===== src/sv/bfle_pkg.sv =====
// shared types and constants of the box fill level estimator
// no dependencies; every other file imports this package
package bfle_pkg;

  // fixed-point layout
  localparam int unsigned RotFracBits = 28;
  localparam int unsigned CoefW       = 30;
  localparam int unsigned NumW        = 39;
  localparam int unsigned TallyW      = 21;
  localparam int unsigned MaxPoints   = 1048576;

  // divider sizes
  localparam int unsigned DvdW = 64;
  localparam int unsigned DvsW = 33;

  // job queue depth
  localparam int unsigned QDepth = 4;
  localparam int unsigned QPtrW  = $clog2(QDepth);

  // configuration register indexes
  typedef enum logic [2:0] {
    REG_CENTRE_X   = 3'd0,
    REG_CENTRE_Y   = 3'd1,
    REG_CENTRE_Z   = 3'd2,
    REG_ORIENT_W   = 3'd3,
    REG_ORIENT_X   = 3'd4,
    REG_ORIENT_Y   = 3'd5,
    REG_ORIENT_Z   = 3'd6,
    REG_BOX_HEIGHT = 3'd7
  } cfg_reg_e;

  typedef struct packed {
    logic signed [31:0] point_x;
    logic signed [31:0] point_y;
    logic signed [31:0] point_z;
    logic               last_point;
  } point_t;

  typedef struct packed {
    logic [31:0] fill_level;
    logic [20:0] counted_points;
    logic        no_points;
  } result_t;

  // work passed from front to back: doubled height numerator and last flag
  typedef struct packed {
    logic signed [NumW-1:0] num;
    logic                   last;
  } job_t;

  typedef struct packed {
    logic full;
    logic empty;
  } q_status_t;

endpackage


===== src/sv/bfle_div.sv =====
// iterative unsigned divider, one quotient bit per cycle
// depends on bfle_pkg
module bfle_div (
  input  logic                       clk_i,
  input  logic                       rst_ni,
  input  logic                       start_i,
  input  logic [bfle_pkg::DvdW-1:0]  dividend_i,
  input  logic [bfle_pkg::DvsW-1:0]  divisor_i,
  output logic                       done_o,
  output logic [bfle_pkg::DvdW-1:0]  quot_o,
  output logic [bfle_pkg::DvsW-1:0]  rem_o
);
  import bfle_pkg::*;

  localparam int unsigned CntW = $clog2(DvdW + 1);

  logic [DvdW-1:0] quot_q, quot_d;
  logic [DvsW-1:0] rem_q, rem_d;
  logic [DvsW-1:0] dvs_q;
  logic [CntW-1:0] cnt_q, cnt_d;
  logic            busy_q, busy_d;
  logic            done_q, done_d;
  logic [DvsW:0]   trial;
  logic [DvsW:0]   diff;

  // one restoring step
  always_comb begin
    trial  = {rem_q, quot_q[DvdW-1]};
    diff   = trial - {1'b0, dvs_q};
    quot_d = quot_q;
    rem_d  = rem_q;
    cnt_d  = cnt_q;
    busy_d = busy_q;
    done_d = 1'b0;
    if (start_i) begin
      quot_d = dividend_i;
      rem_d  = '0;
      cnt_d  = CntW'(DvdW);
      busy_d = 1'b1;
    end else if (busy_q) begin
      if (trial >= {1'b0, dvs_q}) begin
        rem_d  = diff[DvsW-1:0];
        quot_d = {quot_q[DvdW-2:0], 1'b1};
      end else begin
        rem_d  = trial[DvsW-1:0];
        quot_d = {quot_q[DvdW-2:0], 1'b0};
      end
      cnt_d = cnt_q - 1'b1;
      if (cnt_q == CntW'(1)) begin
        busy_d = 1'b0;
        done_d = 1'b1;
      end
    end
  end

  always_ff @(posedge clk_i or negedge rst_ni) begin
    if (!rst_ni) begin
      busy_q <= 1'b0;
      done_q <= 1'b0;
      cnt_q  <= '0;
    end else begin
      busy_q <= busy_d;
      done_q <= done_d;
      cnt_q  <= cnt_d;
    end
  end

  // datapath
  always_ff @(posedge clk_i) begin
    quot_q <= quot_d;
    rem_q  <= rem_d;
    if (start_i) begin
      dvs_q <= divisor_i;
    end
  end

  assign done_o = done_q;
  assign quot_o = quot_q;
  assign rem_o  = rem_q;

endmodule


===== src/sv/bfle_back.sv =====
// back: height fraction, saturating sum, tally and mean result
// depends on bfle_pkg and bfle_div
module bfle_back (
  input  logic                 clk_i,
  input  logic                 rst_ni,
  input  bfle_pkg::q_status_t  q_status_i,
  input  bfle_pkg::job_t       q_data_i,
  output logic                 q_pop_o,
  input  logic [30:0]          height_i,
  output logic                 empty,
  input  logic                 pop,
  output bfle_pkg::result_t    out_data_o
);
  import bfle_pkg::*;

  typedef enum logic [5:0] {
    B_IDLE   = 6'b000001,
    B_DECIDE = 6'b000010,
    B_FRAC   = 6'b000100,
    B_CHECK  = 6'b001000,
    B_MEAN   = 6'b010000,
    B_EMIT   = 6'b100000
  } back_state_e;

  back_state_e          st_q, st_d;
  logic signed [NumW-1:0] num_q;
  logic                 last_q;
  logic [63:0]          sum_q;
  logic [TallyW-1:0]    tally_q;
  result_t              res_q, out_q;
  logic                 out_valid_q;
  logic                 counts;
  logic                 start_frac, start_mean;
  logic [DvdW-1:0]      dvd;
  logic [DvsW-1:0]      dvs;
  logic                 div_done;
  logic [DvdW-1:0]      div_quot;
  logic [DvsW-1:0]      div_rem;
  logic [64:0]          sum_add;
  logic                 can_write;

  assign counts     = (num_q > 0) && (tally_q < TallyW'(MaxPoints));
  assign start_frac = (st_q == B_DECIDE) && counts;
  assign start_mean = (st_q == B_CHECK) && last_q && (tally_q != '0);
  assign can_write  = !out_valid_q || pop;
  assign q_pop_o    = (st_q == B_IDLE) && !q_status_i.empty;

  // shared divider: fraction of a point, then mean of the box
  always_comb begin
    if (st_q == B_CHECK) begin
      dvd = sum_q;
      dvs = DvsW'(tally_q);
    end else begin
      dvd = DvdW'({num_q[NumW-2:0], 15'b0});
      dvs = DvsW'(height_i);
    end
  end

  bfle_div u_div (
    .clk_i      (clk_i),
    .rst_ni     (rst_ni),
    .start_i    (start_frac || start_mean),
    .dividend_i (dvd),
    .divisor_i  (dvs),
    .done_o     (div_done),
    .quot_o     (div_quot),
    .rem_o      (div_rem)
  );

  assign sum_add = {1'b0, sum_q} + {1'b0, div_quot};

  // sequencer
  always_comb begin
    st_d = st_q;
    case (st_q)
      B_IDLE:   if (!q_status_i.empty) st_d = B_DECIDE;
      B_DECIDE: st_d = counts ? B_FRAC : B_CHECK;
      B_FRAC:   if (div_done) st_d = B_CHECK;
      B_CHECK: begin
        if (!last_q) begin
          st_d = B_IDLE;
        end else if (tally_q == '0) begin
          st_d = B_EMIT;
        end else begin
          st_d = B_MEAN;
        end
      end
      B_MEAN:   if (div_done) st_d = B_EMIT;
      B_EMIT:   if (can_write) st_d = B_IDLE;
      default:  st_d = B_IDLE;
    endcase
  end

  always_ff @(posedge clk_i or negedge rst_ni) begin
    if (!rst_ni) begin
      st_q        <= B_IDLE;
      sum_q       <= '0;
      tally_q     <= '0;
      out_valid_q <= 1'b0;
    end else begin
      st_q <= st_d;
      if (st_q == B_FRAC && div_done) begin
        sum_q   <= sum_add[64] ? '1 : sum_add[63:0];
        tally_q <= tally_q + 1'b1;
      end else if (st_q == B_EMIT && can_write) begin
        sum_q   <= '0;
        tally_q <= '0;
      end
      if (st_q == B_EMIT && can_write) begin
        out_valid_q <= 1'b1;
      end else if (pop) begin
        out_valid_q <= 1'b0;
      end
    end
  end

  // job and result payload
  always_ff @(posedge clk_i) begin
    if (q_pop_o) begin
      num_q  <= q_data_i.num;
      last_q <= q_data_i.last;
    end
    if (st_q == B_CHECK && last_q && tally_q == '0) begin
      res_q.fill_level     <= '0;
      res_q.counted_points <= '0;
      res_q.no_points      <= 1'b1;
    end else if (st_q == B_MEAN && div_done) begin
      res_q.fill_level     <= (div_quot[63:32] != '0) ? '1 : div_quot[31:0];
      res_q.counted_points <= tally_q;
      res_q.no_points      <= 1'b0;
    end
    if (st_q == B_EMIT && can_write) begin
      out_q <= res_q;
    end
  end

  assign empty      = !out_valid_q;
  assign out_data_o = out_q;

endmodule


===== config.mk =====
export PLATFORM = sky130hd
export DESIGN_NAME = bfle_back
export DESIGN_NICKNAME = d
export VERILOG_FILES = /design/src/sv/bfle_pkg.sv /design/src/sv/bfle_div.sv /design/src/sv/bfle_back.sv
export SDC_FILE = /design/constraint.sdc
export NUM_CORES = 1
export LEC_CHECK = 0
export ABC_AREA = 1
export BUFFER_PORTS_ARGS = -buffer_cell sky130_fd_sc_hd__buf_2
export CAP_MARGIN = 20
export CORE_ASPECT_RATIO = 0.5
export CORE_MARGIN = 2
export CORE_UTILIZATION = 56
export CTS_CLUSTER_DIAMETER = 200
export DETAILED_ROUTE_END_ITERATION = 7
export GPL_ROUTABILITY_DRIVEN = 0
export PLACE_DENSITY = 0.85
export RECOVER_POWER = 100
export SLEW_MARGIN = 40
export SYNTH_ARGS = -nofsm -noshare
export SYNTH_HDL_FRONTEND = slang
export SYNTH_SLANG_ARGS = --single-unit

===== constraint.sdc =====
create_clock -name clk_i -period 3.7 [get_ports clk_i]
set_input_delay 0.74 -clock clk_i [delete_from_list [all_inputs] [get_ports clk_i]]
set_output_delay 0.74 -clock clk_i [all_outputs]
set_load 0.005 [all_outputs]

Word-level counts from Yosys, hierarchy flattened
Index checks and enable logic that the tools add are counted.
{ "classes": {"add_sub_neg": 4, "n_lt_le_gt_ge": 3, "n_eq_ne": 11, "muxes": 30, "reduce_logical": 20} }
{ "op_table": {"columns": ["op", "count"], "rows": [
  ["$mux W64", 6],
  ["$add A64 B64 Y65", 1],
  ["$mux W21", 3],
  ["$gt A39 B1 Y1 const B", 1],
  ["$mux W6", 6],
  ["$pmux W6 S6", 1],
  ["$ge A34 B33 Y1", 1],
  ["$mux W33", 1],
  ["$sub A33 B33 Y33", 1],
  ["$mux W32", 1],
  ["$reduce_bool A32 Y1", 1],
  ["$add A21 B1 Y21 const B", 1],
  ["$logic_not A21 Y1", 1],
  ["$lt A21 B21 Y1 const B", 1],
  ["$reduce_bool A21 Y1", 1],
  ["$mux W7", 2],
  ["$logic_and A1 B1 Y1", 9],
  ["$mux W1", 9],
  ["$eq A7 B1 Y1 const B", 1],
  ["$sub A7 B1 Y7 const B", 1],
  ["$eq A6 B1 Y1 const B", 1],
  ["$eq A6 B2 Y1 const B", 1],
  ["$eq A6 B3 Y1 const B", 1],
  ["$eq A6 B4 Y1 const B", 1],
  ["other kinds (9)", 15]
]} }
{ "totals": {"ff_bits": 379, "inputBits": 76, "out_inout_bits": 56, "wordCells": 87} }

Depth between registers and ports, before layout
{ "logic_depth": {"ltp_word": 5, "ltp_mapped": 16, "ltp_nobuf": 16} }

Hierarchy
Synthesis repeated with hierarchy kept, for this count alone.
{ "hier_totals": {"hier_cells": 3577, "hier_area_um2": 24587.3} }
{ "by_module_without_submodules": {"columns": ["mod", "instances", "cells_each", "area_each_um2", "seq_area_each_um2"], "rows": [
  ["bfle_back", 1, 2415, 16070.4, 6207.2],
  ["bfle_div", 1, 1162, 8516.9, 3798.6]
]} }

Least setup slack after synthesis
No wires, ideal clock.
{ "synth_timing": {"path_type": "register to output", "start": "register st_q[0]", "end": "output q_pop_o", "arrival_time_ps": 2851, "required_time_ps": 2960, "slack_ps": 109, "path_stages_with_launch": 5, "path_buffers": 0, "path_cell_list": "dfstp_2 > inv_1 > nor4_1 > inv_1 > nor2_1"} }
{ "synth_via": {"elab_chain_len": 2} }
{ "synth_rtl": {"columns": ["element", "line_no", "source"], "rows": [
  ["from (decl)", "bfle_back.sv:25", "back_state_e st_q, st_d;"],
  ["from (signal assigned)", "bfle_back.sv:101", "st_q <= st_d;"],
  ["$eq A6 B1 Y1", "bfle_back.sv:46", "assign q_pop_o = (st_q == B_IDLE) && !q_status_i.empty;"],
  ["$logic_and A1 B1 Y1", "bfle_back.sv:46", null],
  ["to (decl)", "bfle_back.sv:8", "output logic q_pop_o,"]
]} }
Every way passes these cells.

Final worst setup path
{ "layout_timing": {"start": "register num_q[36]", "end": "register u_div.quot_q[27] (netlist: u_div.quot_o[27]) (data pin)"} }
{ "layout_via": {"elab_chain_len": 5} }
{ "layout_rtl": {"columns": ["element", "line_no", "source"], "rows": [
  ["from (decl)", "bfle_back.sv:26", "logic signed [NumW-1:0] num_q;"],
  ["from (signal assigned)", "bfle_back.sv:120", "num_q <= q_data_i.num;"],
  ["$gt A39 B1 Y1", "bfle_back.sv:42", "assign counts = (num_q > 0) && (tally_q < TallyW'(MaxPoints));"],
  ["$logic_and A1 B1 Y1", "bfle_back.sv:42", null],
  ["$logic_and A1 B1 Y1", "bfle_back.sv:43", "assign start_frac = (st_q == B_DECIDE) && counts;"],
  ["$logic_or A1 B1 Y1", "bfle_back.sv:62", ".start_i (start_frac || start_mean),"],
  ["$mux W64", "bfle_div.sv:35", "if (start_i) begin"],
  ["named net u_div.quot_d[27]", "bfle_div.sv:17", "logic [DvdW-1:0] quot_q, quot_d;"],
  ["to (signal assigned)", "bfle_div.sv:70", "quot_q <= quot_d;"],
  ["to (decl)", "bfle_div.sv:17", null]
]} }
The timed path passes the listed nets, and every way through them passes these cells.
A chain may end at the register's enable or synchronous reset.

==> metrics.log <==
INFO  metric first_global_vias = between 20000 and 25000
INFO  metric die_width = 296 µm
INFO  metric worst-endpoint-required = 3940 ps
INFO  metric path_cells = nor2_1 > nand2_1 > nor4_1 > nand3_1 > nand3_1 > nand2_4 > clkbuf_4 > o211ai_1 > o21ai_0
INFO  metric routed_via_density = around 5.4
INFO  metric wl_met2 = 28.0 mm
INFO  metric timing_hold_violations_final = 0
INFO  metric most_common_cell_after_layout_fill_and_taps_aside = nand2_1
INFO  metric wl_met1 = 26.7 mm
INFO  metric critical_path_buf_inv_count = 1
INFO  metric unrepaired_setup_endpoints_after_global_routing = no
INFO  metric postCtsSetupBuffers = 0
INFO  metric grt_pass1_wl = just over 100 mm
INFO  metric postSynthCellCount = ~3400
INFO  metric dominantRegCellSynth = edfxtp_1
INFO  metric design_area = approximately 26000 µm²
INFO  metric timing.final.max_slew_violations = approximately 140
INFO  metric timing.setup.tns = 0 ps
INFO  metric ir_drop = about 440 µV
INFO  metric worst_min_path_class = in -> reg
INFO  metric floorplan.core_area = about 42000 µm²
INFO  metric crit_path_start_kind = flop
INFO  metric yosys.cell_types.count = 50
INFO  metric post-route-drc-count = 0
INFO  metric async_set_reset_flop_share_out_of_synthesis = between 20% and 30%
INFO  metric commonest_non_fill_non_tap_cells_in_the_layout = nand2_1 (1170), inv_1 (624), nor2_1 (248)
INFO  metric worstPathArrival = around 3600 ps
INFO  metric layout-drive-gt1-share = 5.55%
INFO  metric layout_worst_path_cycle_share = 89.3%
INFO  metric drv.max_cap_violation_count = 3
INFO  metric cpMostUsedCell = nand3_1
INFO  metric cp_top_family = simple AND/OR/NAND/NOR gates
INFO  metric tritoncts_clock_tree = yes
INFO  metric yosysSeqAreaShare = 41.8%
INFO  metric critical_path.max_stage_delay = ~570 ps
INFO  metric cts.sink_count = 377
INFO  metric p_leak = 0.0133 µW
INFO  metric grt_remaining_overflow = 0
INFO  metric floorplan.initialDensity = 56.7%
INFO  metric buffer_ports.inserted = 130
INFO  metric synth.cell_area = ~24000 µm²
INFO  metric place.detailed.hpwl = 46.2 mm
INFO  metric initial_drc_count = between 2000 and 2500
INFO  metric placementRows = 53
INFO  metric tightest_slew = 2010 ps
INFO  metric top_level_ports = 132
INFO  metric cp-end-kind = flop
INFO  metric crit_type = reg -> reg
INFO  metric routed_wirelength = about 63 mm
INFO  metric final_antenna_net_count = 0
INFO  metric n_antenna_cell = 0
INFO  metric total_via_count_after_detailed_routing = roughly 22000
INFO  metric nets = roughly 3600
INFO  metric synthesized_net_count = about 3500
INFO  metric max_slew_margin = -34.0%
INFO  metric pwr_density_cell = between 800 and 900 nW/µm²
INFO  metric grt_start_max_net_pins = about 110
INFO  metric synthesis.area_per_instance = about 7.1 µm²
INFO  metric place_area = 25000 µm²
INFO  metric grt_antenna_before_repair = 0
INFO  metric synth_edf_count = roughly 190
INFO  metric skew = 23.5 ps
INFO  metric postCtsHoldBufs = 0
INFO  metric drt_pre_antenna_iters = 8
INFO  metric die_area = ~44000 µm²
INFO  metric run_status = finished with violations
INFO  metric clock_tree.root_cell = clkbuf_16
INFO  metric dr_wl_met3 = between 5 and 6 mm
INFO  metric synthesized_flop_and_latch_total = roughly 380
INFO  metric insertion_delay = roughly 560 ps
INFO  metric highest_attainable_clock_frequency = 303 MHz
INFO  metric worst-path-max-fanout = 85
INFO  metric ctsHtreeMaxLevel = 2
INFO  metric post_cts_resize_count = 0
INFO  metric failed_checks = capacitance limit, slew limit
INFO  metric final_number_of_setup_violating_endpoints = 0
INFO  metric maxUsedRoutingLayer = met4
INFO  metric yosysWarningCount = 0
INFO  metric synthToLayoutAreaGrowth = 9.34%
INFO  metric detailed_route_wire_length_per_cell = 15.5 µm
INFO  metric setup.reg_to_reg.worst_slack = about 400 ps
INFO  metric die_height = between 100 and 150 µm
INFO  metric critical-path-slowest-cell = clkbuf_4
INFO  metric globalRouteTotalUtil = 28.3%
INFO  metric cts_buffers = 36
INFO  metric clock_tree.buffer_depth = 3
INFO  metric clkSlewWorstSetupHoldPaths = 80 ps
INFO  metric min_period = ~3300 ps
worst paths after layout:
path,endpoint,cells after the start,from
worst max-delay path,u_div.quot_o[27]$_DFFE_PP_,9,num_q[36]$_DFFE_PP_
worst min-delay path,num_q[14]$_DFFE_PP_,1,q_data_i[15]
worst max register to register,u_div.quot_o[27]$_DFFE_PP_,9,num_q[36]$_DFFE_PP_
worst min register to register,out_data_o[10]$_DFFE_PP_,0,res_q[10]$_SDFFE_PP0P_
max in group asynchronous,st_q[0]$_DFFE_PN1P_,2,rst_ni
min in group asynchronous,sum_q[38]$_DFFE_PN0P_,1,rst_ni
kinds of logic (layout without fill, tap and decap cells):
kind of cell | Yosys count | in the layout | synth area share (%)
buf+inv | 717 | 845 | 11.8
compound gates | 350 | 350 | 8.44
fa+ha+maj | 101 | 101 | 5.37
simple gates | 1771 | 1771 | 30.8
xor+xnor | 49 | 49 | 1.80
flops | 377 | 377 | 41.8
per-stage QoR:
stage                     hold WS [ps]  instances  utilization (%)  setup slack, ps  power (µW)
after detailed placement           416       4004             59.5              630       16800
after global routing               336       4070             62.0              187       22500
after global placement             413       4004             59.5              716       16500
final                              349       4070             62.0              395       20900
after CTS                          137       4070             62.3              595       20700
after floorplan                    402       3365                -              109       14300
worst register-to-register path, cell delays in order, from the launching register on:
cell,delay [ps]
edfxtp_1,390
nor2_1,120
nand2_1,130
nor4_1,450
nand3_1,410
nand3_1,260
nand2_4,190
clkbuf_4,570
o211ai_1,330
o21ai_0,160
synthesized netlist by cell type (all sizes together) (22+ instances only):
cell type | instances | area share, %
nand3 | 214 | 4.6
nand2 | 1177 | 19
xor2 | 24 | 0.88
buf | 55 | 1.3
nor2 | 261 | 4.3
o21ai | 146 | 3.1
dfxtp | 87 | 7.3
nor4 | 22 | 0.64
a21oi | 96 | 2.1
dfrtp | 100 | 11
xnor2 | 25 | 0.92
inv | 625 | 9.9
nand4 | 62 | 1.7
ha | 99 | 5.2
o211ai | 52 | 1.6
edfxtp | 189 | 24
clkbuf | 36 | 0.57
state kept, by name (all words and copies together), names as in the netlist:
| signal | flops |
|---|---|
| u_div.busy_q | 1 |
| tally_q | 21 |
| last_q | 1 |
| u_div.done_o | 1 |
| st_q | 6 |
| out_data_o | 54 |
| num_q | 39 |
| u_div.cnt_q | 7 |
| u_div.dvs_q | 31 |
| u_div.quot_o | 64 |
| res_q | 54 |
| u_div.rem_o | 33 |
| out_valid_q | 1 |
| sum_q | 64 |
per-layer routing:
metal | track usage (%) | vias up
li1 | - | 10800
met1 | 38.4 | 10100
met2 | 45.6 | 1015
met3 | 4.52 | 228
met4 | 11.5 | 0
met5 | 0 | -
report_power, final:
group | switching, µW | leakage (µW) | total, µW | internal, µW
Combinational | 7290 | 0.00911 | 10800 | 3540
Clock | 1710 | 0.000575 | 3780 | 2070
Sequential | 710 | 0.00363 | 6270 | 5560
final cells by class:
cell class,count,area [µm²]
clock buffers,49,1000
clock inverters,17,176
fillers,3681,15900
inverters,626,2350
multi-input cells,2271,11100
flip-flops and latches,377,9950
well taps,577,722
repair buffers,153,792
Power figures use the tool's default switching activity.
