**config.mk**
```make
export PLATFORM = sky130hd
export DESIGN_NAME = bfle_queue
export DESIGN_NICKNAME = d
export VERILOG_FILES = /design/src/sv/bfle_pkg.sv /design/src/sv/bfle_queue.sv
export SDC_FILE = /design/constraint.sdc
export NUM_CORES = 1
export LEC_CHECK = 0
export ABC_CLOCK_PERIOD_IN_PS = 2400
export CORE_MARGIN = 1.5
export CORE_UTILIZATION = 48
export DETAILED_ROUTE_END_ITERATION = 16
export DONT_BUFFER_PORTS = 1
export SLEW_MARGIN = 5
export SYNTH_ARGS = -nofsm -noshare
export SYNTH_HDL_FRONTEND = slang
export SYNTH_SLANG_ARGS = --single-unit
```
**constraint.sdc**
```tcl
create_clock -name clk_i -period 2.4 [get_ports clk_i]
set_input_delay 0.24 -clock clk_i [delete_from_list [all_inputs] [get_ports clk_i]]
set_output_delay 0.24 -clock clk_i [all_outputs]
set_load 0.02 [all_outputs]
```
**src/sv/bfle_pkg.sv**
```systemverilog
// shared types and constants of the box fill level estimator
// no dependencies; every other file imports this package
package bfle_pkg;

  // fixed-point layout
  localparam int unsigned RotFracBits = 28;
  localparam int unsigned CoefW       = 30;
  localparam int unsigned NumW        = 39;
  localparam int unsigned TallyW      = 21;
  localparam int unsigned MaxPoints   = 1048576;

  // divider sizes
  localparam int unsigned DvdW = 64;
  localparam int unsigned DvsW = 33;

  // job queue depth
  localparam int unsigned QDepth = 4;
  localparam int unsigned QPtrW  = $clog2(QDepth);

  // configuration register indexes
  typedef enum logic [2:0] {
    REG_CENTRE_X   = 3'd0,
    REG_CENTRE_Y   = 3'd1,
    REG_CENTRE_Z   = 3'd2,
    REG_ORIENT_W   = 3'd3,
    REG_ORIENT_X   = 3'd4,
    REG_ORIENT_Y   = 3'd5,
    REG_ORIENT_Z   = 3'd6,
    REG_BOX_HEIGHT = 3'd7
  } cfg_reg_e;

  typedef struct packed {
    logic signed [31:0] point_x;
    logic signed [31:0] point_y;
    logic signed [31:0] point_z;
    logic               last_point;
  } point_t;

  typedef struct packed {
    logic [31:0] fill_level;
    logic [20:0] counted_points;
    logic        no_points;
  } result_t;

  // work passed from front to back: doubled height numerator and last flag
  typedef struct packed {
    logic signed [NumW-1:0] num;
    logic                   last;
  } job_t;

  typedef struct packed {
    logic full;
    logic empty;
  } q_status_t;

endpackage

```
**src/sv/bfle_queue.sv**
```systemverilog
// short job queue between front and back
// depends on bfle_pkg
module bfle_queue (
  input  logic                  clk_i,
  input  logic                  rst_ni,
  input  logic                  push_i,
  input  bfle_pkg::job_t        wr_data_i,
  input  logic                  pop_i,
  output bfle_pkg::job_t        rd_data_o,
  output bfle_pkg::q_status_t   status_o
);
  import bfle_pkg::*;

  job_t           mem_q [QDepth];
  logic [QPtrW-1:0] wr_ptr_q, rd_ptr_q;
  logic [QPtrW:0]   cnt_q;
  logic             do_push, do_pop;

  assign status_o.full  = (cnt_q == (QPtrW + 1)'(QDepth));
  assign status_o.empty = (cnt_q == '0);
  assign do_push = push_i && !status_o.full;
  assign do_pop  = pop_i && !status_o.empty;

  // pointers and fill count
  always_ff @(posedge clk_i or negedge rst_ni) begin
    if (!rst_ni) begin
      wr_ptr_q <= '0;
      rd_ptr_q <= '0;
      cnt_q    <= '0;
    end else begin
      if (do_push) wr_ptr_q <= wr_ptr_q + 1'b1;
      if (do_pop)  rd_ptr_q <= rd_ptr_q + 1'b1;
      if (do_push && !do_pop) begin
        cnt_q <= cnt_q + 1'b1;
      end else if (do_pop && !do_push) begin
        cnt_q <= cnt_q - 1'b1;
      end
    end
  end

  // storage
  always_ff @(posedge clk_i) begin
    if (do_push) begin
      mem_q[wr_ptr_q] <= wr_data_i;
    end
  end

  assign rd_data_o = mem_q[rd_ptr_q];

endmodule

```
After elaboration in Yosys (flattened, before gate mapping)
Memory sizes are Yosys's and may differ from the RTL's.
Index checks and enable logic that the tools add are counted.
{ "totals": {"elab_cells": 23, "reg_bits": 7, "ram_bits": 160, "memories": 1} }
{ "mem_list": {"columns": ["memory", "depth", "word_bits", "rd", "rd_ports_with_merged_regs", "wr", "line", "rtl"], "rows": [
  ["mem_q", 4, 40, 1, 0, 1, "bfle_queue.sv:14", "job_t mem_q [QDepth];"]
]} }
{ "op_classes": {"mux": 4, "add_sub_neg": 4, "eq_ne": 1, "n_reduce_logical": 10} }
{ "op_table": {"columns": ["operator", "count"], "rows": [
  ["2-to-1 mux 3 bit", 2],
  ["adder 2 x 1 -> 2 bit, second input constant", 2],
  ["logical AND 1 bit", 4],
  ["logical NOT 1 bit", 4],
  ["adder 3 x 1 -> 3 bit, second input constant", 1],
  ["== test 3 bit, second input constant", 1],
  ["logical NOT 3 bit", 1],
  ["subtractor 3 x 1 -> 3 bit, second input constant", 1],
  ["2-to-1 mux 1 bit", 2],
  ["nonzero test 2 bit", 1]
]} }

Depth between registers and ports, before layout
Gate-level depths: netlist of run 1.
{ "depth": {"depth_word": 7, "ltp_mapped": 9} }

Least setup slack after synthesis of run 1
Ideal clock, no wire load.
{ "synth_path": {"path_kind": "reg-to-reg", "startpoint": "reg cnt_q[2]", "endpoint": "mem mem_q[2][0] in the netlist's numbering (enable)", "setup_ns": 0.401, "arrival_ns": 1.830, "path_stages_with_launch": 5, "path_buffers": 1, "required_time_ns": 1.999, "synth_period_minus_slack_ns": 2.231, "slack_ns": 0.169, "path_cell_list": "dfrtp_1 -> nor3b_2 -> nor2b_1 -> buf_6 -> and2_1"} }
{ "synth_lines": {"columns": ["element", "line", "rtl"], "rows": [
  ["start: declaration", "bfle_queue.sv:16", "logic [QPtrW:0] cnt_q;"],
  ["start signal: assignment", "bfle_queue.sv:34", "cnt_q <= cnt_q + 1'b1;"],
  ["start signal: assignment", "bfle_queue.sv:36", "cnt_q <= cnt_q - 1'b1;"],
  ["end: declaration", "bfle_queue.sv:14", null]
]} }

==> results of run 1 <==
[metrics by stage]
stage	instance area (sq um)	setup slack (ps)
final	7510	223
after global routing	7510	107
after CTS	7510	146
after detailed placement	6500	279
after global placement	6500	373
after floorplan	6250	169
[registers in the layout (all words and copies together), names as in the netlist]
name	count
wr_ptr_q	2
mem_q	160
rd_ptr_q	2
cnt_q	3
[power breakdown]
part / total [mW] / switching, mW / internal, mW
clock: 2.67 / 1.04 / 1.63
combinational: 2.71 / 1.63 / 1.08
sequential: 4.09 / 0.221 / 3.87
total: 9.47 / 2.89 / 6.57
[timing repair]
item | CTS | global route
endpoints found under the hold margin | 169 | 0
resized for setup | 0 | 0
buffers inserted | 0 | 0
hold buffers | 42 | 0
[logic make-up (layout without fill, tap and decap cells)]
family | after synthesis | count (layout) | synth area share
fa+ha+maj | 6 | 6 | 0.0132
flops | 167 | 167 | 0.796
xor+xnor | 6 | 6 | 0.00840
mux | 42 | 42 | 0.149
buf+inv | 15 | 93 | 0.0226
simple gates | 10 | 10 | 0.0100
[worst reg2reg max path, stage by stage, from the launching register on]
cell and delay (ps):
sky130_fd_sc_hd__dfrtp_1 440, sky130_fd_sc_hd__or3_1 430, sky130_fd_sc_hd__nand2_1 130, sky130_fd_sc_hd__ha_1 190
sky130_fd_sc_hd__inv_1 60, sky130_fd_sc_hd__fa_1 380, sky130_fd_sc_hd__xor2_1 150, sky130_fd_sc_hd__nor2_1 110
sky130_fd_sc_hd__xor2_1 150
[placed cells by master, fill, tap and decap left out]
master / n
sky130_fd_sc_hd__dfrtp_2: 1
sky130_fd_sc_hd__dfrtp_1: 5
sky130_fd_sc_hd__bufinv_16: 3
sky130_fd_sc_hd__inv_1: 4
sky130_fd_sc_hd__clkinv_4: 3
sky130_fd_sc_hd__ha_1: 5
sky130_fd_sc_hd__nor2b_1: 1
sky130_fd_sc_hd__nand2_1: 1
sky130_fd_sc_hd__clkbuf_1: 2
sky130_fd_sc_hd__edfxtp_1: 160
sky130_fd_sc_hd__nor3b_2: 1
sky130_fd_sc_hd__mux4_1: 2
sky130_fd_sc_hd__mux4_2: 38
sky130_fd_sc_hd__nor2_1: 1
sky130_fd_sc_hd__dlygate4sd3_1: 42
sky130_fd_sc_hd__clkinv_1: 2
sky130_fd_sc_hd__nand3_1: 1
sky130_fd_sc_hd__fa_1: 1
sky130_fd_sc_hd__buf_12: 3
sky130_fd_sc_hd__mux2_4: 1
sky130_fd_sc_hd__clkbuf_16: 17
sky130_fd_sc_hd__dfrtp_4: 1
sky130_fd_sc_hd__or3_1: 1
sky130_fd_sc_hd__xor2_1: 2
sky130_fd_sc_hd__mux2_2: 1
sky130_fd_sc_hd__buf_4: 12
sky130_fd_sc_hd__xnor2_1: 4
sky130_fd_sc_hd__clkinv_2: 3
sky130_fd_sc_hd__inv_6: 1
sky130_fd_sc_hd__clkinvlp_4: 1
sky130_fd_sc_hd__and2_2: 4
[how the worst max path moves through the flow]
stage                     start           end  cells past startpoint
floorplan              cnt_q[2]   mem_q[2][0]                      4
global placement       cnt_q[0]      cnt_q[2]                      8
detailed placement     cnt_q[0]      cnt_q[2]                      8
CTS                 rd_ptr_q[0]  rd_data_o[4]                      2
global route        rd_ptr_q[0]  rd_data_o[4]                      2
finish              rd_ptr_q[0]  rd_data_o[4]                      2
[cell type report]
cell class	count	area, sq um
clock buffer	19	433
multi-input combinational	64	1140
sequential	167	4980
clock inverter	13	155
fill	945	5160
tap	172	215
inverter	4	15.0
timing repair buffer	57	571
[per-layer routing]
metal,vias to the layer above,GRT usage,wire (um),part of all wire
li1,1165,-,-,-
met1,1375,0.216,4430,0.44
met2,63,0.248,5070,0.50
met3,13,0.0489,477,0.047
met4,0,0.0771,167,0.016
met5,-,0,0,0
==> metrics.log, run 1 <==
INFO  metric run_status = completed
INFO  metric synth.ff_latch_count = 167
INFO  metric first_pass_grt_wire_length = 15500 um
INFO  metric cts.clk_slew.worst_paths = 60 ps
INFO  metric timing_worst_slew_pin_value = 402 ps
INFO  metric die_w = 117 um
INFO  metric synth_top_cells_by_area = sky130_fd_sc_hd__edfxtp_1, sky130_fd_sc_hd__mux4_2, sky130_fd_sc_hd__dfrtp_1
INFO  metric detail_route.first_pass.iterations = 4
INFO  metric worst_skew_pair.late_latency = 420 ps
INFO  metric worst_r2r_endpoint = cnt_q[2]
INFO  metric overflow = 0
INFO  metric fin_worst_hold_slack = approximately 150 ps
INFO  metric number_of_cts_inserted_buffers = 17
INFO  metric clockBufferDepth = 2
INFO  metric initial_utilization = 0.494
INFO  metric most_frequent_cell_after_synthesis = sky130_fd_sc_hd__edfxtp_1
INFO  metric yosysWarnings = 0
INFO  metric fmaxAchievable = 459 MHz
INFO  metric drv_slew = 0
INFO  metric cts.htree.levels = 4
INFO  metric synth_edf_count = 160
INFO  metric cts_tree = built
INFO  metric detail_route.wirelength = 10100 um
INFO  metric detail_route.iter0.violations = 150
INFO  metric finalWeightedCongestion = around 0.69
INFO  metric synthesis.area = 6250 sq um
INFO  metric synth.top_cell.area_share = 0.768
INFO  metric layout_worst_path_cycle_share = 0.907
INFO  metric power.density = 1260 nW/um^2
INFO  metric timing.setup.critical_path_class = flop to primary output
INFO  metric cp_capture_type = primary output
INFO  metric synth.largest_area_cell = sky130_fd_sc_hd__edfxtp_1
INFO  metric yosysSeqAreaShare = 0.796
INFO  metric crit_fanout = 15
INFO  metric worstPathBufferInverterCount = 1
INFO  metric timing.critical_path.arrival = 1940 ps
INFO  metric drtAntennaViolNets = 0
INFO  metric die_h = 117 um
INFO  metric synthArstFlopShare = 0.0419
INFO  metric utilization = 0.593
INFO  metric nets = 361
INFO  metric cp_cell_sequence = buf_4 -> mux4_2
INFO  metric synth.lib_cells_used.distinct = 22
INFO  metric num_vias = 2616
INFO  metric ir_worst_vdd = 0.000643 V
INFO  metric hold_path_class = input pin to asynchronous set/reset pin
INFO  metric drcViolationCount = 0
INFO  metric hold_viol_final = 0
INFO  metric num_antenna_cells = 0
INFO  metric yosys_most_used_dff = sky130_fd_sc_hd__edfxtp_1
INFO  metric syn-instance-count = 246
INFO  metric r2r_setup_slack = 300 ps
INFO  metric top_level_ports = 86
INFO  metric setup.worst_path.start_class = flop
INFO  metric placed_cells = 422
INFO  metric placement_row_count = 41
INFO  metric unrepaired_setup_endpoints_after_global_routing = no
INFO  metric grt_pass1_vias = 2766
INFO  metric syn-mean-instance-area = about 25 sq um
INFO  metric power.total = 9.47 mW
INFO  metric grt.total_usage = 0.162
INFO  metric crit_slowest_cell = sky130_fd_sc_hd__dfrtp_4
INFO  metric max_cap_viol_count = 0
INFO  metric grt_start_max_net_pins = 26
INFO  metric post_route_cells_drive_above_1_share = 0.278
INFO  metric leakagePower = 2.48 nW
INFO  metric reg2regPathDepth = 8
INFO  metric finalSetupTns = 0 ps
INFO  metric slew-limit-headroom = 0.732
INFO  metric synth.top_cells.by_count = sky130_fd_sc_hd__edfxtp_1, sky130_fd_sc_hd__mux4_2, sky130_fd_sc_hd__dfrtp_1
INFO  metric clockRootBuffer = sky130_fd_sc_hd__clkbuf_16
INFO  metric clock_skew = 7.85 ps
INFO  metric timing.rr.start = cnt_q[0]
INFO  metric timing.final.crit_period = 2180 ps
INFO  metric hpwlAfterDp = 6040 um
INFO  metric syn-num-nets = 296
INFO  metric clock-sinks = 167
INFO  metric synthToLayoutAreaGrowth = 20.1%
INFO  metric drt-wirelength-per-cell = 20.4 um
INFO  metric critical-path-max-stage-delay = slightly above 600 ps
INFO  metric placeableCoreArea = 12700 sq um
INFO  metric antenna_violations_before_repair = 0
INFO  metric finalSetupViolCount = 0
INFO  metric design.die.area = 13700 sq um
INFO  metric critical-path-top-delay-family = flip-flops
INFO  metric stdcell_count = slightly below 500
INFO  metric vias_per_cell = ~5.3
INFO  metric port_buffers = 0
INFO  metric required_time_at_the_endpoint_of_the_critical_path = 2160 ps
No activity file was read; power rests on OpenSTA's default activity.
==> run 2: changes to the inputs <==
--- a/config.mk
+++ b/config.mk
@@ -10,6 +10,7 @@
 export CORE_UTILIZATION = 48
 export DETAILED_ROUTE_END_ITERATION = 16
 export DONT_BUFFER_PORTS = 1
+export REMOVE_ABC_BUFFERS = 1
 export SLEW_MARGIN = 5
 export SYNTH_ARGS = -nofsm -noshare
 export SYNTH_HDL_FRONTEND = slang
==> run 2 against run 1 <==
Die area did not move. Clock skew is 3.1 ps lower. Total power increased by 2.0%. First-iteration DRC count up 17%. Count of clock-buffer cells in the layout shrank 2. Wire length grew 0.82%. Clock power rose by 8.2%. Sequential power is essentially flat. Critical path depth unchanged. Critical endpoint is now rd_data_o[33]. Largest power group unchanged. Highest routed layer unchanged.
==> metrics.log, run 2 (synthesized netlist as in run 1, its figures left out) <==
INFO  metric run_status = completed
INFO  metric placement_row_count = 41 (unchanged)
INFO  metric design.die.area = 13700 sq um (unchanged)
INFO  metric die_w = 117 um (unchanged)
INFO  metric worst_skew_pair.late_latency = 420 ps (about the same)
INFO  metric drcViolationCount = 0 (unchanged)
INFO  metric setup.worst_path.start_class = flop
INFO  metric hold-path-cell-count = 2
INFO  metric timing.setup.critical_path_class = flop to primary output
INFO  metric post-route-worst-setup-slack = 263 ps (+39.4 ps)
INFO  metric worst_hold_path.endpoint = rd_ptr_q[1]
INFO  metric layout_common_cells = sky130_fd_sc_hd__edfxtp_1, sky130_fd_sc_hd__dlygate4sd3_1, sky130_fd_sc_hd__mux4_2
INFO  metric dp_slack = 288 ps (+9.56 ps)
INFO  metric grt_pass1_vias = 2833 (+2.4%)
INFO  metric cp_capture_type = primary output
INFO  metric cts.repair_timing.setup_buffer_count = 0 (unchanged)
INFO  metric clock_skew = 4.78 ps (-3.06 ps)
INFO  metric critical-path-top-delay-family = multiplexers
INFO  metric post_route_cells_drive_above_1_share = 0.283 (+0.00571)
INFO  metric power_switching_share = 0.308 (+0.00200)
INFO  metric vias_per_cell = 5.39 (+2.2%)
INFO  metric cp_cell_sequence = buf_12 -> mux4_1
INFO  metric largestRegisters = mem_q (160), cnt_q (3)
INFO  metric worstPathBufferInverterCount = 1 (unchanged)
INFO  metric timing.critical_path.arrival = 1900 ps (-40 ps)
INFO  metric drtAntennaViolNets = 0 (unchanged)
INFO  metric placeableCoreArea = 12700 sq um (unchanged)
INFO  metric cts.htree.levels = 4 (unchanged)
INFO  metric slew-limit-headroom = 0.618 (-0.114)
INFO  metric grt.total_usage = 0.164 (+0.00199)
INFO  metric overflow = 0 (unchanged)
INFO  metric worst_r2r_endpoint = cnt_q[2]
INFO  metric top_level_ports = 86 (unchanged)
INFO  metric finalWeightedCongestion = 0.658 (-4.2%)
INFO  metric nFillCells = 937 (-0.85%)
INFO  metric port_buffers = 0 (unchanged)
INFO  metric clkPwrFrac = 0.299 (+0.017)
INFO  metric antenna_violations_before_repair = 0 (unchanged)
INFO  metric nets = 358 (-0.83%)
INFO  metric timing_worst_slew_pin_value = 573 ps (+171 ps)
INFO  metric finalSetupViolCount = 0 (unchanged)
INFO  metric layout_worst_path_cycle_share = 0.891 (-0.0164)
INFO  metric grt_start_max_net_pins = 41 (+58%)
INFO  metric cts.clk_slew.worst_paths = 60 ps (about the same)
INFO  metric fmaxAchievable = 468 MHz (+1.8%)
INFO  metric power.sequential.fraction = 0.425 (-0.007)
INFO  metric timing.rr.start = cnt_q[0]
INFO  metric number_of_cts_inserted_buffers = 17 (unchanged)
INFO  metric hold_viol_final = 0 (unchanged)
INFO  metric r2r_setup_slack = 280 ps (-20 ps)
INFO  metric reg2regPathDepth = 8 (unchanged)
INFO  metric hpwlAfterDp = 5760 um (-4.6%)
INFO  metric max_cap_viol_count = 0 (unchanged)
INFO  metric top_register = mem_q
INFO  metric synthToLayoutAreaGrowth = 20.5%
INFO  metric mostFrequentLayoutCell = sky130_fd_sc_hd__edfxtp_1
INFO  metric hp-start = pop_i
INFO  metric clockBufferDepth = 2 (unchanged)
INFO  metric die_h = 117 um (unchanged)
INFO  metric switching_power = 2.97 mW (+2.6%)
INFO  metric clockRootBuffer = sky130_fd_sc_hd__clkbuf_16
INFO  metric detail_route.iter0.violations = 175 (+17%)
INFO  metric fin_worst_hold_slack = 12.5 ps (-142 ps)
INFO  metric first_pass_grt_wire_length = 15600 um (+0.94%)
INFO  metric stdcell_count = 493 (-0.60%)
INFO  metric largest_register_ffs = 160 (unchanged)
INFO  metric utilization = 0.595 (+0.00198)
INFO  metric crit_slowest_cell = sky130_fd_sc_hd__mux4_1
INFO  metric timing.final.crit_period = 2140 ps (-39.4 ps)
INFO  metric placed_cells = 419 (-0.71%)
INFO  metric power.density = 1280 nW/um^2 (+1.6%)
INFO  metric internal-power = 6.68 mW (+1.7%)
INFO  metric crit_fanout = 40 (+25)
INFO  metric unrepaired_setup_endpoints_after_global_routing = no
INFO  metric comb_power_share = 0.276 (-0.010)
INFO  metric cts.repair.resized = 0 (unchanged)
INFO  metric detail_route.wirelength = 10200 um (+0.82%)
INFO  metric detail_route.first_pass.iterations = 4 (unchanged)
INFO  metric power.total = 9.65 mW (+2.0%)
INFO  metric cts_tree = built
INFO  metric hold_path_class = input pin to flop
INFO  metric hold_buffers = 42 (unchanged)
INFO  metric critical-path-max-stage-delay = 730 ps (+110 ps)
INFO  metric drv_slew = 0 (unchanged)
INFO  metric num_antenna_cells = 0 (unchanged)
INFO  metric required_time_at_the_endpoint_of_the_critical_path = 2160 ps (about the same)
INFO  metric ir_worst_vdd = 0.000616 V (-4.2%)
INFO  metric num_vias = 2658 (+1.6%)
INFO  metric clock-sinks = 167 (unchanged)
INFO  metric initial_utilization = 0.494 (unchanged)
INFO  metric drt-wirelength-per-cell = 20.7 um (+1.4%)
INFO  metric leakagePower = 2.49 nW (+0.34%)
==> run 2: changes by cell type in the layout (fill, tap and decap cells not counted), moves of 2 or more <==
cell | previous run | this run
sky130_fd_sc_hd__inv_6 | 1 | 6
sky130_fd_sc_hd__buf_4 | 12 | 9
sky130_fd_sc_hd__clkbuf_1 | 2 | 0
sky130_fd_sc_hd__clkinv_1 | 2 | 0
sky130_fd_sc_hd__clkinv_2 | 3 | 1
sky130_fd_sc_hd__clkinv_4 | 3 | 1
==> run 2: final cells by class <==
cell class / count / area [sq um] / share of cell area
flip-flops and latches: 167 / 4980 / 0.661
well taps: 172 / 215 / 0.0286
repair buffers: 54 / 548 / 0.0727
multi-input cells: 64 / 1140 / 0.151
inverters: 4 / 15.0 / 0.00199
clock inverters: 15 / 213 / 0.0282
clock buffers: 17 / 425 / 0.0565
==> run 2: through the flow <==
| step | TNS, ps | cell area [sq um] |
|---|---|---|
| floorplan | -10510 | 6130 |
| global placement | 0 | 6480 |
| detailed placement | 0 | 6480 |
| CTS | 0 | 7540 |
| global route | 0 | 7540 |
| finish | 0 | 7540 |
==> run 2: worst max-delay path by stage <==
stage,start,end,slack [ps],cells after the start
after floorplan,rd_ptr_q[0],rd_data_o[24],-350,1
after global placement,cnt_q[0],cnt_q[2],350,8
after detailed placement,cnt_q[0],cnt_q[2],290,8
after CTS,rd_ptr_q[0],rd_data_o[33],220,2
after global routing,cnt_q[0],cnt_q[2],160,8
final,rd_ptr_q[0],rd_data_o[33],260,2
==> run 2: layer usage <==
| metal | global-route usage | wire length, um | up-vias |
|---|---|---|---|
| li1 | - | - | 1159 |
| met1 | 0.192 | 4060 | 1419 |
| met2 | 0.275 | 5400 | 64 |
| met3 | 0.0551 | 567 | 16 |
| met4 | 0.0795 | 196 | 0 |
| met5 | 0 | 0 | - |
==> run 2: power groups by stage <==
stage	Sequential (mW)	Combinational, mW	Clock (mW)
global route	4.16	2.86	3.08
CTS	4.12	2.75	2.95
global placement	4.14	2.63	0
detailed placement	4.18	2.65	0
finish	4.10	2.66	2.89
floorplan	4.28	1.88	0
